### src/hdl/i2c_ram_pkg.sv
// ----------------------------------------------------------------------------
// Register-access I2C master: package
// Word types, widths and constants shared by the block's modules.
// ----------------------------------------------------------------------------
package i2c_ram_pkg;

  localparam int unsigned RegAddrW          = 16;
  localparam int unsigned CountW            = 9;
  localparam int unsigned DevAddrW          = 7;
  localparam int unsigned MaxBytes          = 256;
  localparam int unsigned QueueDepthDefault = 2;
  localparam logic [DevAddrW-1:0] DevAddrReset = 7'd20;

  typedef enum logic [1:0] {
    OP_TICK  = 2'd0,
    OP_WRITE = 2'd1,
    OP_READ  = 2'd2
  } opcode_e;

  typedef struct packed {
    logic [1:0]          opcode;
    logic [RegAddrW-1:0] register_address;
    logic [CountW-1:0]   byte_count;
    logic [7:0]          write_data;
    logic                sda_sample;
  } in_word_t;

  typedef struct packed {
    logic       scl_level;
    logic       sda_level;
    logic       busy_res;
    logic       need_write_byte;
    logic       read_valid;
    logic [7:0] read_data;
    logic       nack_seen;
    logic       done_res;
  } out_word_t;

  // Classified word as it sits in the queue between front and back.
  typedef struct packed {
    logic                start;
    logic                is_read;
    logic [RegAddrW-1:0] register_address;
    logic [CountW-1:0]   byte_count;
    logic [7:0]          write_data;
    logic                sda_sample;
  } front_word_t;

endpackage

### src/hdl/i2c_ram_front.sv
// ----------------------------------------------------------------------------
// Register-access I2C master: front end
// Accepts input words, decodes the opcode and bounds the byte count.
// ----------------------------------------------------------------------------
module i2c_ram_front
  import i2c_ram_pkg::*;
(
  input  logic        in_valid_i,
  input  in_word_t    in_word_i,
  output logic        in_stall_o,
  input  logic        q_full_i,
  output logic        push_o,
  output front_word_t push_word_o
);

  logic [CountW-1:0] count;

  always_comb begin
    count = in_word_i.byte_count;
    if (count == '0) begin
      count = CountW'(1);
    end else if (32'(count) > MaxBytes) begin
      count = CountW'(MaxBytes);
    end
  end

  assign in_stall_o = q_full_i;
  assign push_o     = in_valid_i && !q_full_i;

  // Opcode three counts as a plain tick.
  assign push_word_o.start            = (in_word_i.opcode == OP_WRITE) ||
                                        (in_word_i.opcode == OP_READ);
  assign push_word_o.is_read          = (in_word_i.opcode == OP_READ);
  assign push_word_o.register_address = in_word_i.register_address;
  assign push_word_o.byte_count       = count;
  assign push_word_o.write_data       = in_word_i.write_data;
  assign push_word_o.sda_sample       = in_word_i.sda_sample;

endmodule

### src/hdl/i2c_ram_queue.sv
// ----------------------------------------------------------------------------
// Register-access I2C master: word queue
// Small FIFO that decouples the front end from the bus sequencer.
// ----------------------------------------------------------------------------
module i2c_ram_queue
  import i2c_ram_pkg::*;
#(
  parameter int unsigned DEPTH = QueueDepthDefault
) (
  input  logic        clk_i,
  input  logic        rst_ni,
  input  logic        push_i,
  input  front_word_t push_word_i,
  input  logic        pop_i,
  output front_word_t head_o,
  output logic        full_o,
  output logic        empty_o
);

  localparam int unsigned PtrW = (DEPTH > 1) ? $clog2(DEPTH) : 1;
  localparam int unsigned CntW = $clog2(DEPTH + 1);

  front_word_t         mem_q [DEPTH];
  logic [PtrW-1:0]     wr_ptr_q, wr_ptr_d;
  logic [PtrW-1:0]     rd_ptr_q, rd_ptr_d;
  logic [CntW-1:0]     count_q, count_d;
  logic                do_push, do_pop;

  assign full_o  = (count_q == CntW'(DEPTH));
  assign empty_o = (count_q == '0);
  assign do_push = push_i && !full_o;
  assign do_pop  = pop_i && !empty_o;
  assign head_o  = mem_q[rd_ptr_q];

  always_comb begin
    wr_ptr_d = wr_ptr_q;
    rd_ptr_d = rd_ptr_q;
    count_d  = count_q;
    if (do_push) begin
      wr_ptr_d = (wr_ptr_q == PtrW'(DEPTH - 1)) ? '0 : wr_ptr_q + PtrW'(1);
    end
    if (do_pop) begin
      rd_ptr_d = (rd_ptr_q == PtrW'(DEPTH - 1)) ? '0 : rd_ptr_q + PtrW'(1);
    end
    if (do_push && !do_pop) begin
      count_d = count_q + CntW'(1);
    end else if (do_pop && !do_push) begin
      count_d = count_q - CntW'(1);
    end
  end

  always_ff @(posedge clk_i or negedge rst_ni) begin
    if (!rst_ni) begin
      wr_ptr_q <= '0;
      rd_ptr_q <= '0;
      count_q  <= '0;
    end else begin
      wr_ptr_q <= wr_ptr_d;
      rd_ptr_q <= rd_ptr_d;
      count_q  <= count_d;
    end
  end

  always_ff @(posedge clk_i) begin
    if (do_push) begin
      mem_q[wr_ptr_q] <= push_word_i;
    end
  end

endmodule

### src/hdl/i2c_ram_back.sv
// ----------------------------------------------------------------------------
// Register-access I2C master: bus sequencer
// Steps the transaction state once per queued tick and registers the result.
// ----------------------------------------------------------------------------
module i2c_ram_back
  import i2c_ram_pkg::*;
(
  input  logic                clk_i,
  input  logic                rst_ni,
  input  logic                cfg_we_i,
  input  logic [DevAddrW-1:0] cfg_wdata_i,
  input  front_word_t         head_i,
  input  logic                empty_i,
  output logic                pop_o,
  output logic                out_valid_o,
  input  logic                out_stall_i,
  output out_word_t           out_word_o
);

  typedef enum logic [14:0] {
    ST_IDLE      = 15'b000000000000001,
    ST_BIT_LOW   = 15'b000000000000010,
    ST_BIT_HIGH  = 15'b000000000000100,
    ST_ACK_LOW   = 15'b000000000001000,
    ST_ACK_HIGH  = 15'b000000000010000,
    ST_RS_LOW    = 15'b000000000100000,
    ST_RS_HIGH   = 15'b000000001000000,
    ST_RS_FALL   = 15'b000000010000000,
    ST_RX_LOW    = 15'b000000100000000,
    ST_RX_HIGH   = 15'b000001000000000,
    ST_MACK_LOW  = 15'b000010000000000,
    ST_MACK_HIGH = 15'b000100000000000,
    ST_STOP_LOW  = 15'b001000000000000,
    ST_STOP_HIGH = 15'b010000000000000,
    ST_STOP_RISE = 15'b100000000000000
  } state_e;

  typedef enum logic [2:0] {
    KIND_ADDR_W = 3'd0,
    KIND_REG_HI = 3'd1,
    KIND_REG_LO = 3'd2,
    KIND_DATA   = 3'd3,
    KIND_ADDR_R = 3'd4
  } kind_e;

  state_e              state_q, state_d;
  kind_e               kind_q, kind_d;
  logic [2:0]          bit_q, bit_d;
  logic [7:0]          shift_q, shift_d;
  logic [CountW-1:0]   left_q, left_d;
  logic [RegAddrW-1:0] reg_addr_q, reg_addr_d;
  logic                is_read_q, is_read_d;
  logic                nack_q, nack_d;
  logic                scl_q, scl_d;
  logic                sda_q, sda_d;
  logic [DevAddrW-1:0] dev_addr_q;
  logic                out_valid_q;
  out_word_t           out_word_q;

  logic                need, rvalid, done;
  logic [7:0]          rdata;
  logic [7:0]          cur_byte;
  logic [7:0]          rx_byte;
  logic [CountW-1:0]   left_dec;
  out_word_t           result;

  assign pop_o    = !empty_i && (!out_valid_q || !out_stall_i);
  assign left_dec = (left_q != '0) ? left_q - CountW'(1) : left_q;
  assign cur_byte = (kind_q == KIND_DATA && bit_q == '0) ? head_i.write_data : shift_q;
  assign rx_byte  = {shift_q[6:0], head_i.sda_sample};

  always_comb begin
    state_d    = state_q;
    kind_d     = kind_q;
    bit_d      = bit_q;
    shift_d    = shift_q;
    left_d     = left_q;
    reg_addr_d = reg_addr_q;
    is_read_d  = is_read_q;
    nack_d     = nack_q;
    scl_d      = scl_q;
    sda_d      = sda_q;
    need       = 1'b0;
    rvalid     = 1'b0;
    rdata      = '0;
    done       = 1'b0;

    unique case (state_q)
      ST_BIT_LOW: begin
        shift_d = cur_byte;
        scl_d   = 1'b0;
        sda_d   = cur_byte[7];
        state_d = ST_BIT_HIGH;
      end
      ST_BIT_HIGH: begin
        scl_d   = 1'b1;
        sda_d   = shift_q[7];
        shift_d = {shift_q[6:0], 1'b0};
        bit_d   = bit_q + 3'd1;
        state_d = (bit_q == 3'd7) ? ST_ACK_LOW : ST_BIT_LOW;
      end
      ST_ACK_LOW: begin
        scl_d   = 1'b0;
        sda_d   = 1'b1;
        state_d = ST_ACK_HIGH;
      end
      ST_ACK_HIGH: begin
        scl_d = 1'b1;
        sda_d = 1'b1;
        if (head_i.sda_sample) begin
          nack_d = 1'b1;
        end
        bit_d = '0;
        case (kind_q)
          KIND_ADDR_W: begin
            kind_d  = KIND_REG_HI;
            shift_d = reg_addr_q[15:8];
            state_d = ST_BIT_LOW;
          end
          KIND_REG_HI: begin
            kind_d  = KIND_REG_LO;
            shift_d = reg_addr_q[7:0];
            state_d = ST_BIT_LOW;
          end
          KIND_REG_LO: begin
            if (is_read_q) begin
              state_d = ST_RS_LOW;
            end else begin
              kind_d  = KIND_DATA;
              shift_d = '0;
              need    = 1'b1;
              state_d = ST_BIT_LOW;
            end
          end
          KIND_DATA: begin
            left_d = left_dec;
            if (left_dec != '0) begin
              shift_d = '0;
              need    = 1'b1;
              state_d = ST_BIT_LOW;
            end else begin
              state_d = ST_STOP_LOW;
            end
          end
          default: begin
            shift_d = '0;
            state_d = ST_RX_LOW;
          end
        endcase
      end
      ST_RS_LOW: begin
        scl_d   = 1'b0;
        sda_d   = 1'b1;
        state_d = ST_RS_HIGH;
      end
      ST_RS_HIGH: begin
        scl_d   = 1'b1;
        sda_d   = 1'b1;
        state_d = ST_RS_FALL;
      end
      ST_RS_FALL: begin
        scl_d   = 1'b1;
        sda_d   = 1'b0;
        kind_d  = KIND_ADDR_R;
        bit_d   = '0;
        shift_d = {dev_addr_q, 1'b1};
        state_d = ST_BIT_LOW;
      end
      ST_RX_LOW: begin
        scl_d   = 1'b0;
        sda_d   = 1'b1;
        state_d = ST_RX_HIGH;
      end
      ST_RX_HIGH: begin
        scl_d   = 1'b1;
        sda_d   = 1'b1;
        shift_d = rx_byte;
        bit_d   = bit_q + 3'd1;
        if (bit_q == 3'd7) begin
          rvalid  = 1'b1;
          rdata   = rx_byte;
          state_d = ST_MACK_LOW;
        end else begin
          state_d = ST_RX_LOW;
        end
      end
      ST_MACK_LOW: begin
        scl_d   = 1'b0;
        sda_d   = (left_q <= CountW'(1));
        state_d = ST_MACK_HIGH;
      end
      ST_MACK_HIGH: begin
        scl_d  = 1'b1;
        sda_d  = (left_q <= CountW'(1));
        left_d = left_dec;
        if (left_dec != '0) begin
          bit_d   = '0;
          shift_d = '0;
          state_d = ST_RX_LOW;
        end else begin
          state_d = ST_STOP_LOW;
        end
      end
      ST_STOP_LOW: begin
        scl_d   = 1'b0;
        sda_d   = 1'b0;
        state_d = ST_STOP_HIGH;
      end
      ST_STOP_HIGH: begin
        scl_d   = 1'b1;
        sda_d   = 1'b0;
        state_d = ST_STOP_RISE;
      end
      ST_STOP_RISE: begin
        scl_d   = 1'b1;
        sda_d   = 1'b1;
        done    = 1'b1;
        state_d = ST_IDLE;
      end
      default: begin
        // Idle: lines released; a start opcode issues START and loads the address byte.
        state_d = ST_IDLE;
        scl_d   = 1'b1;
        sda_d   = 1'b1;
        if (head_i.start) begin
          reg_addr_d = head_i.register_address;
          left_d     = head_i.byte_count;
          is_read_d  = head_i.is_read;
          nack_d     = 1'b0;
          sda_d      = 1'b0;
          kind_d     = KIND_ADDR_W;
          bit_d      = '0;
          shift_d    = {dev_addr_q, 1'b0};
          state_d    = ST_BIT_LOW;
        end
      end
    endcase

    result.scl_level       = scl_d;
    result.sda_level       = sda_d;
    result.busy_res        = (state_d != ST_IDLE) || done;
    result.need_write_byte = need;
    result.read_valid      = rvalid;
    result.read_data       = rdata;
    result.nack_seen       = nack_d;
    result.done_res        = done;
  end

  always_ff @(posedge clk_i or negedge rst_ni) begin
    if (!rst_ni) begin
      state_q    <= ST_IDLE;
      kind_q     <= KIND_ADDR_W;
      bit_q      <= '0;
      shift_q    <= '0;
      left_q     <= '0;
      reg_addr_q <= '0;
      is_read_q  <= 1'b0;
      nack_q     <= 1'b0;
      scl_q      <= 1'b1;
      sda_q      <= 1'b1;
    end else if (pop_o) begin
      state_q    <= state_d;
      kind_q     <= kind_d;
      bit_q      <= bit_d;
      shift_q    <= shift_d;
      left_q     <= left_d;
      reg_addr_q <= reg_addr_d;
      is_read_q  <= is_read_d;
      nack_q     <= nack_d;
      scl_q      <= scl_d;
      sda_q      <= sda_d;
    end
  end

  always_ff @(posedge clk_i or negedge rst_ni) begin
    if (!rst_ni) begin
      dev_addr_q <= DevAddrReset;
    end else if (cfg_we_i) begin
      dev_addr_q <= cfg_wdata_i;
    end
  end

  always_ff @(posedge clk_i or negedge rst_ni) begin
    if (!rst_ni) begin
      out_valid_q <= 1'b0;
    end else if (pop_o) begin
      out_valid_q <= 1'b1;
    end else if (!out_stall_i) begin
      out_valid_q <= 1'b0;
    end
  end

  always_ff @(posedge clk_i) begin
    if (pop_o) begin
      out_word_q <= result;
    end
  end

  assign out_valid_o = out_valid_q;
  assign out_word_o  = out_word_q;

endmodule

### src/hdl/i2c_register_access_master_top.sv
// Register-access I2C master, one bus phase per input word.
// The input channel (in_valid_i, in_stall_o, in_word_i) carries one phase tick
// per word: an opcode, the register address, a byte count, the next write byte
// and the sampled SDA level. The output channel (out_valid_o, out_stall_i,
// out_word_o) returns exactly one word per input word with the SCL and SDA
// levels to drive, busy, the write-byte request, received bytes, the sticky
// NACK flag and the end-of-STOP strobe.
// The device address register is written through cfg_we_i / cfg_wdata_i; the
// user must do so only while the block is idle (not enforced); it resets to 20.
// An accepted word is written into the queue; the sequencer then pops it and
// registers its result in the output word register, which holds it while stalled.
// Throughput is one word per cycle while out_stall_i is low; the figure is set
// by the sequencer, which updates its state once per word.
// A stall on the output holds the registered result word and lets the queue
// (two entries by default) fill; once full, in_stall_o rises until a word drains.
// Reset clears the queue, releases both lines and returns the sequencer to idle.
// ----------------------------------------------------------------------------
// Register-access I2C master: top level
// Front end, word queue and bus sequencer with a registered output word.
// ----------------------------------------------------------------------------
module i2c_register_access_master_top
  import i2c_ram_pkg::*;
#(
  parameter int unsigned QUEUE_DEPTH = QueueDepthDefault
) (
  input  logic                clk_i,
  input  logic                rst_ni,
  input  logic                cfg_we_i,
  input  logic [DevAddrW-1:0] cfg_wdata_i,
  input  logic                in_valid_i,
  output logic                in_stall_o,
  input  in_word_t            in_word_i,
  output logic                out_valid_o,
  input  logic                out_stall_i,
  output out_word_t           out_word_o
);

  // Queue handshake between the front end and the sequencer.
  logic        q_full;
  logic        q_empty;
  logic        push;
  logic        pop;
  front_word_t push_word;
  front_word_t head_word;

  // Front end decodes the opcode and bounds the byte count to the legal range.
  i2c_ram_front u_front (
    .in_valid_i  (in_valid_i),
    .in_word_i   (in_word_i),
    .in_stall_o  (in_stall_o),
    .q_full_i    (q_full),
    .push_o      (push),
    .push_word_o (push_word)
  );

  // The queue lets the front end keep accepting while the output is stalled.
  i2c_ram_queue #(
    .DEPTH (QUEUE_DEPTH)
  ) u_queue (
    .clk_i       (clk_i),
    .rst_ni      (rst_ni),
    .push_i      (push),
    .push_word_i (push_word),
    .pop_i       (pop),
    .head_o      (head_word),
    .full_o      (q_full),
    .empty_o     (q_empty)
  );

  // The sequencer consumes one queued word per cycle whenever the output
  // register is free or being emptied.
  i2c_ram_back u_back (
    .clk_i       (clk_i),
    .rst_ni      (rst_ni),
    .cfg_we_i    (cfg_we_i),
    .cfg_wdata_i (cfg_wdata_i),
    .head_i      (head_word),
    .empty_i     (q_empty),
    .pop_o       (pop),
    .out_valid_o (out_valid_o),
    .out_stall_i (out_stall_i),
    .out_word_o  (out_word_o)
  );

endmodule

### config.mk
export PLATFORM = sky130hd
export DESIGN_NAME = i2c_register_access_master_top
export DESIGN_NICKNAME = d
export VERILOG_FILES = /design/src/hdl/i2c_ram_pkg.sv /design/src/hdl/i2c_ram_front.sv /design/src/hdl/i2c_ram_queue.sv /design/src/hdl/i2c_ram_back.sv /design/src/hdl/i2c_register_access_master_top.sv
export SDC_FILE = /design/constraint.sdc
export NUM_CORES = 1
export LEC_CHECK = 0
export ABC_AREA = 0
export BUFFER_PORTS_ARGS = -buffer_cell sky130_fd_sc_hd__buf_2
export CORE_MARGIN = 3
export CORE_UTILIZATION = 35
export CTS_CLUSTER_DIAMETER = 60
export DETAILED_ROUTE_END_ITERATION = 12
export HOLD_SLACK_MARGIN = 0.08
export PLACE_DENSITY = 0.55
export SLEW_MARGIN = 20
export SYNTH_ARGS = -nofsm -noshare
export SYNTH_HDL_FRONTEND = slang
export SYNTH_HIERARCHICAL = 1
export SYNTH_SLANG_ARGS = --single-unit
### constraint.sdc
create_clock -name clk_i -period 3.8 [get_ports clk_i]
set_input_delay 0.76 -clock clk_i [delete_from_list [all_inputs] [get_ports clk_i]]
set_output_delay 0.76 -clock clk_i [all_outputs]
set_load 0.01 [all_outputs]
==> run summary <==
The synthesized netlist cell count is 624. The area growth from synthesis to layout came out at 11.7%. The first-pass detailed-route iteration total is 5. The internal power component is 4.32 mW.

The total of flip-flops plus latches after synthesis is 155. The share of total power dissipated in the clock network is 0.261. In the final routed layout, each cell accounts on average for 17.5 um. The wire length after detailed routing is 16600 um. The switching part of the total came out at 0.328. In this run, the number of DRC markers left after iteration 0 of detailed routing was 357.

By instance count, the leading cell after synthesis is edfxtp_1. The leakage power is 3.50 nW. The cell family contributing the most delay on the critical path is simple AND/OR/NAND/NOR gates.

The number of global-route vias before repair is 5077. The initial core utilization is 0.357. The overflow left after global routing came out at 0. The standard-cell row count came out at 54. After synthesis, the most frequently instantiated cells are 87 x edfxtp_1, 65 x dfrtp_1, 40 x nand2_1. After detailed routing, the number of remaining DRC violations is 0.

The summed area of non-filler cells in the final layout came out at 0.00873 mm^2. Data on the critical path is required at its endpoint by 4.10 ns. The final design utilization is 0.399. The routed via count divided by cell count came out at 5.25. The critical path's slowest cell is nor4_1. The hold violation count in the final report came to 0. The overall die width came out at 155 um. The synthesized area is 0.00782 mm^2. For this design the ratio of total power to cell area is 737 mW/mm^2. The distinct cell type count of the synthesized netlist came out at 75. The total global routing track utilization is 0.141. The worst voltage drop across the vdd grid came out at 0.333 mV.

Clock skew on the completed layout was measured at 0.0114 ns. The startpoint kind of the worst setup timing path is a flip-flop. The number of sinks handled by clock tree synthesis is 155.

Across the run, the number of max-cap violations was 0. Adding up every negative setup slack in the final design gives 0 ns. The maximum count of clock buffers along a single path came out at 2.

The quantity of gates resized following cts is 0. The path depth of the worst reg2reg path came out at 6. The slew at the pin closest to its max-slew limit is 1.06 ns. The number of antenna repair diodes is 0. The half-perimeter wire length after placement is 11600 um. The startpoint identified for the worst register-to-register timing path is u_back/state_q[7]$_DFFE_PN0P_. The number of buffers inserted by port buffering is 64.

The largest driver fanout on the critical path came out at 19. After the last flow step, the layout net total stands at 713. The total placed instance area is 0.00815 mm^2. The fill cell total of the finished layout is 2117.

Setup violations remaining at the end of the flow were counted as 0. The area share of the leading cell type in the synthesized netlist is 0.334. The part of the power in registers is 0.405. Buffers inserted to repair hold after CTS numbered 0. Once detail routing completed, the nets flagged for antenna violations numbered 0. The count of final max-slew check failures is 0. The clock edge transition at the registers on the reported setup and hold paths is 0.06 ns. The net count after synthesis is 680. During I/O placement, the number of pins put on the boundary was 65. The number of warnings issued by yosys is 6.

The worst hold slack is 0.469 ns. By area the synthesized netlist is led by edfxtp_1 33%, dfrtp_1 21%, mux2_4 7.1%. The data arrival time of the critical path is 3.52 ns. The final period utilization is 0.848. The overall power after layout came out at 6.43 mW. Summed over all nets, the switching power comes to 2.11 mW. The die height came out at 155 um.

The tree is rooted in a clkbuf_16. Measured against its own limit, the worst slew margin works out to 0.290. The final critical delay including setup and external delays is 3.22 ns.

The ratio of cells with drive above 1 in the final layout came out at 0.304. Setup repair after global routing left no endpoint under its margin. The maximum single-stage delay on the critical path is 0.70 ns. The number of flops mapped to enable cells by yosys is 87.

The H-tree was split into 4 levels. The worst setup path is captured at a flip-flop. Walking the worst path, the cells encountered are nor4_1 > nand2_1 > o22ai_1 > nor2_1 > and3_1 > mux2_4.

By startpoint and endpoint, the worst setup path is classified as reg2reg. The critical path contains buffers and inverters numbering 0 combined. The full die area is 0.0242 mm^2. The sequential area share after synthesis came out at 0.552. Timing would allow up to 0.310 GHz. The synthesized design spends more area on one cell type than any other, namely edfxtp_1. Routability-driven placement finished with a final weighted congestion of 0.861.

In this run the critical register-to-register path is captured at u_back/reg_addr_q[6]$_DFFE_PN0P_. Entering global routing, the biggest net connects 38 pins. The number of buffers inserted during clock tree synthesis came out at 17.

The number of antenna violations at the first check in global routing came out at 0. The core region area is 0.0219 mm^2. Among all flip-flop cells after synthesis, the most frequent one is edfxtp_1.

The fraction of power consumed by combinational cells came out at 0.334. In this run the post-CTS setup repair buffer count came out at 0. At the later pin of the worst-skew pair, clock insertion delay measures 0.42 ns. Dividing the synthesized area by the synthesized cell count gives 12.5 um^2. The worst hold path belongs to the class in2async. The reg2reg setup slack is 0.58 ns. The share of synthesized flip-flops with an asynchronous set or reset is 0.439. The CTS tree is built.

Across all layers, the routed design uses 4986 vias. The first-pass GRT wire length is 26700 um. The run finished with clean final reports.
[worst reg2reg max path, cell delays in order, from the launching register on]
cell     delay [ns]
dfrtp_1        0.48
nor4_1         0.70
nand2_1        0.38
o22ai_1        0.45
nor2_1         0.10
and3_1         0.53
mux2_4         0.45
[state kept, by name (all words and copies together), names as in the netlist, 3 cells and up]
signal	cells
u_back/out_word_o	15
u_back/shift_q	8
u_back/kind_q	3
u_back/left_q	9
u_back/reg_addr_q	16
u_queue/mem_q	72
u_back/bit_q	3
u_back/state_q	15
u_back/dev_addr_q	7
[how the worst max path moves through the flow]
stage | from | end | cells past startpoint
after floorplan | in_valid_i | u_queue/mem_q[0][0]$_DFFE_PP_ | 3
after global placement | u_back/state_q[2]$_DFFE_PN0P_ | u_back/left_q[0]$_DFFE_PN0P_ | 8
after detailed placement | u_back/state_q[6]$_DFFE_PN0P_ | u_back/reg_addr_q[8]$_DFFE_PN0P_ | 6
after CTS | u_back/state_q[6]$_DFFE_PN0P_ | u_back/reg_addr_q[9]$_DFFE_PN0P_ | 6
after global routing | u_back/state_q[6]$_DFFE_PN0P_ | u_back/reg_addr_q[8]$_DFFE_PN0P_ | 6
final | u_back/state_q[7]$_DFFE_PN0P_ | u_back/reg_addr_q[6]$_DFFE_PN0P_ | 6
[metrics by stage]
stage | setup slack (ns) | instances
after detailed placement | 0.712 | 918
after global routing | 0.347 | 950
after CTS | 0.686 | 950
final | 0.578 | 950
after floorplan | 0.849 | 624
after global placement | 0.594 | 917
[power groups by stage]
stage                     registers (mW)  clock network, mW  logic, mW
after floorplan                     2.56                  0       1.74
after global placement              2.62                  0       2.12
after detailed placement            2.64                  0       2.16
after CTS                           2.61               1.73       2.18
after global routing                2.66               1.79       2.37
final                               2.61               1.68       2.15
[metal layers]
layer	vias up	global-route usage	share of wire
li1	2372	-	-
met1	2463	0.187	0.46
met2	131	0.227	0.48
met3	20	0.0359	0.046
met4	0	0.0484	0.017
met5	-	0	0
[cell usage in the layout, fill, tap and decap left out, types with 10 or more instances in the layout]
cell	netlist	layout
edfxtp_1	87	87
buf_2	9	64
dfrtp_1	65	64
nand2_1	40	40
mux2_4	37	37
nor2_1	37	36
mux2_2	30	30
o21ai_0	26	26
a21oi_1	18	18
clkbuf_16	0	17
inv_1	16	16
nor3_1	15	15
buf_4	29	13
or4_1	10	10
and2_1	10	10
[cell type report]
type	count	area [um^2]	share of cell area
multi-input cells	388	2980	0.341
repair buffers	78	438	0.0501
inverters	17	63.8	0.00731
clock buffers	20	447	0.0511
flip-flops and latches	155	4320	0.495
well taps	280	350	0.0401
clock inverters	12	136	0.0156
[cell families (layout without fill, tap and decap cells)]
| logic type | after synthesis | count (layout) | share of synthesized area |
|---|---|---|---|
| xor gates and xnor gates | 12 | 12 | 0.0134 |
| muxes | 72 | 72 | 0.121 |
| AOI/OAI and AO/OA | 106 | 106 | 0.0946 |
| buffers and inverters | 81 | 127 | 0.0674 |
| and+or+nand+nor | 190 | 190 | 0.139 |
| DFF | 155 | 155 | 0.552 |
| adders and majority gates | 8 | 8 | 0.0128 |
(Power assumes the default switching activity.)
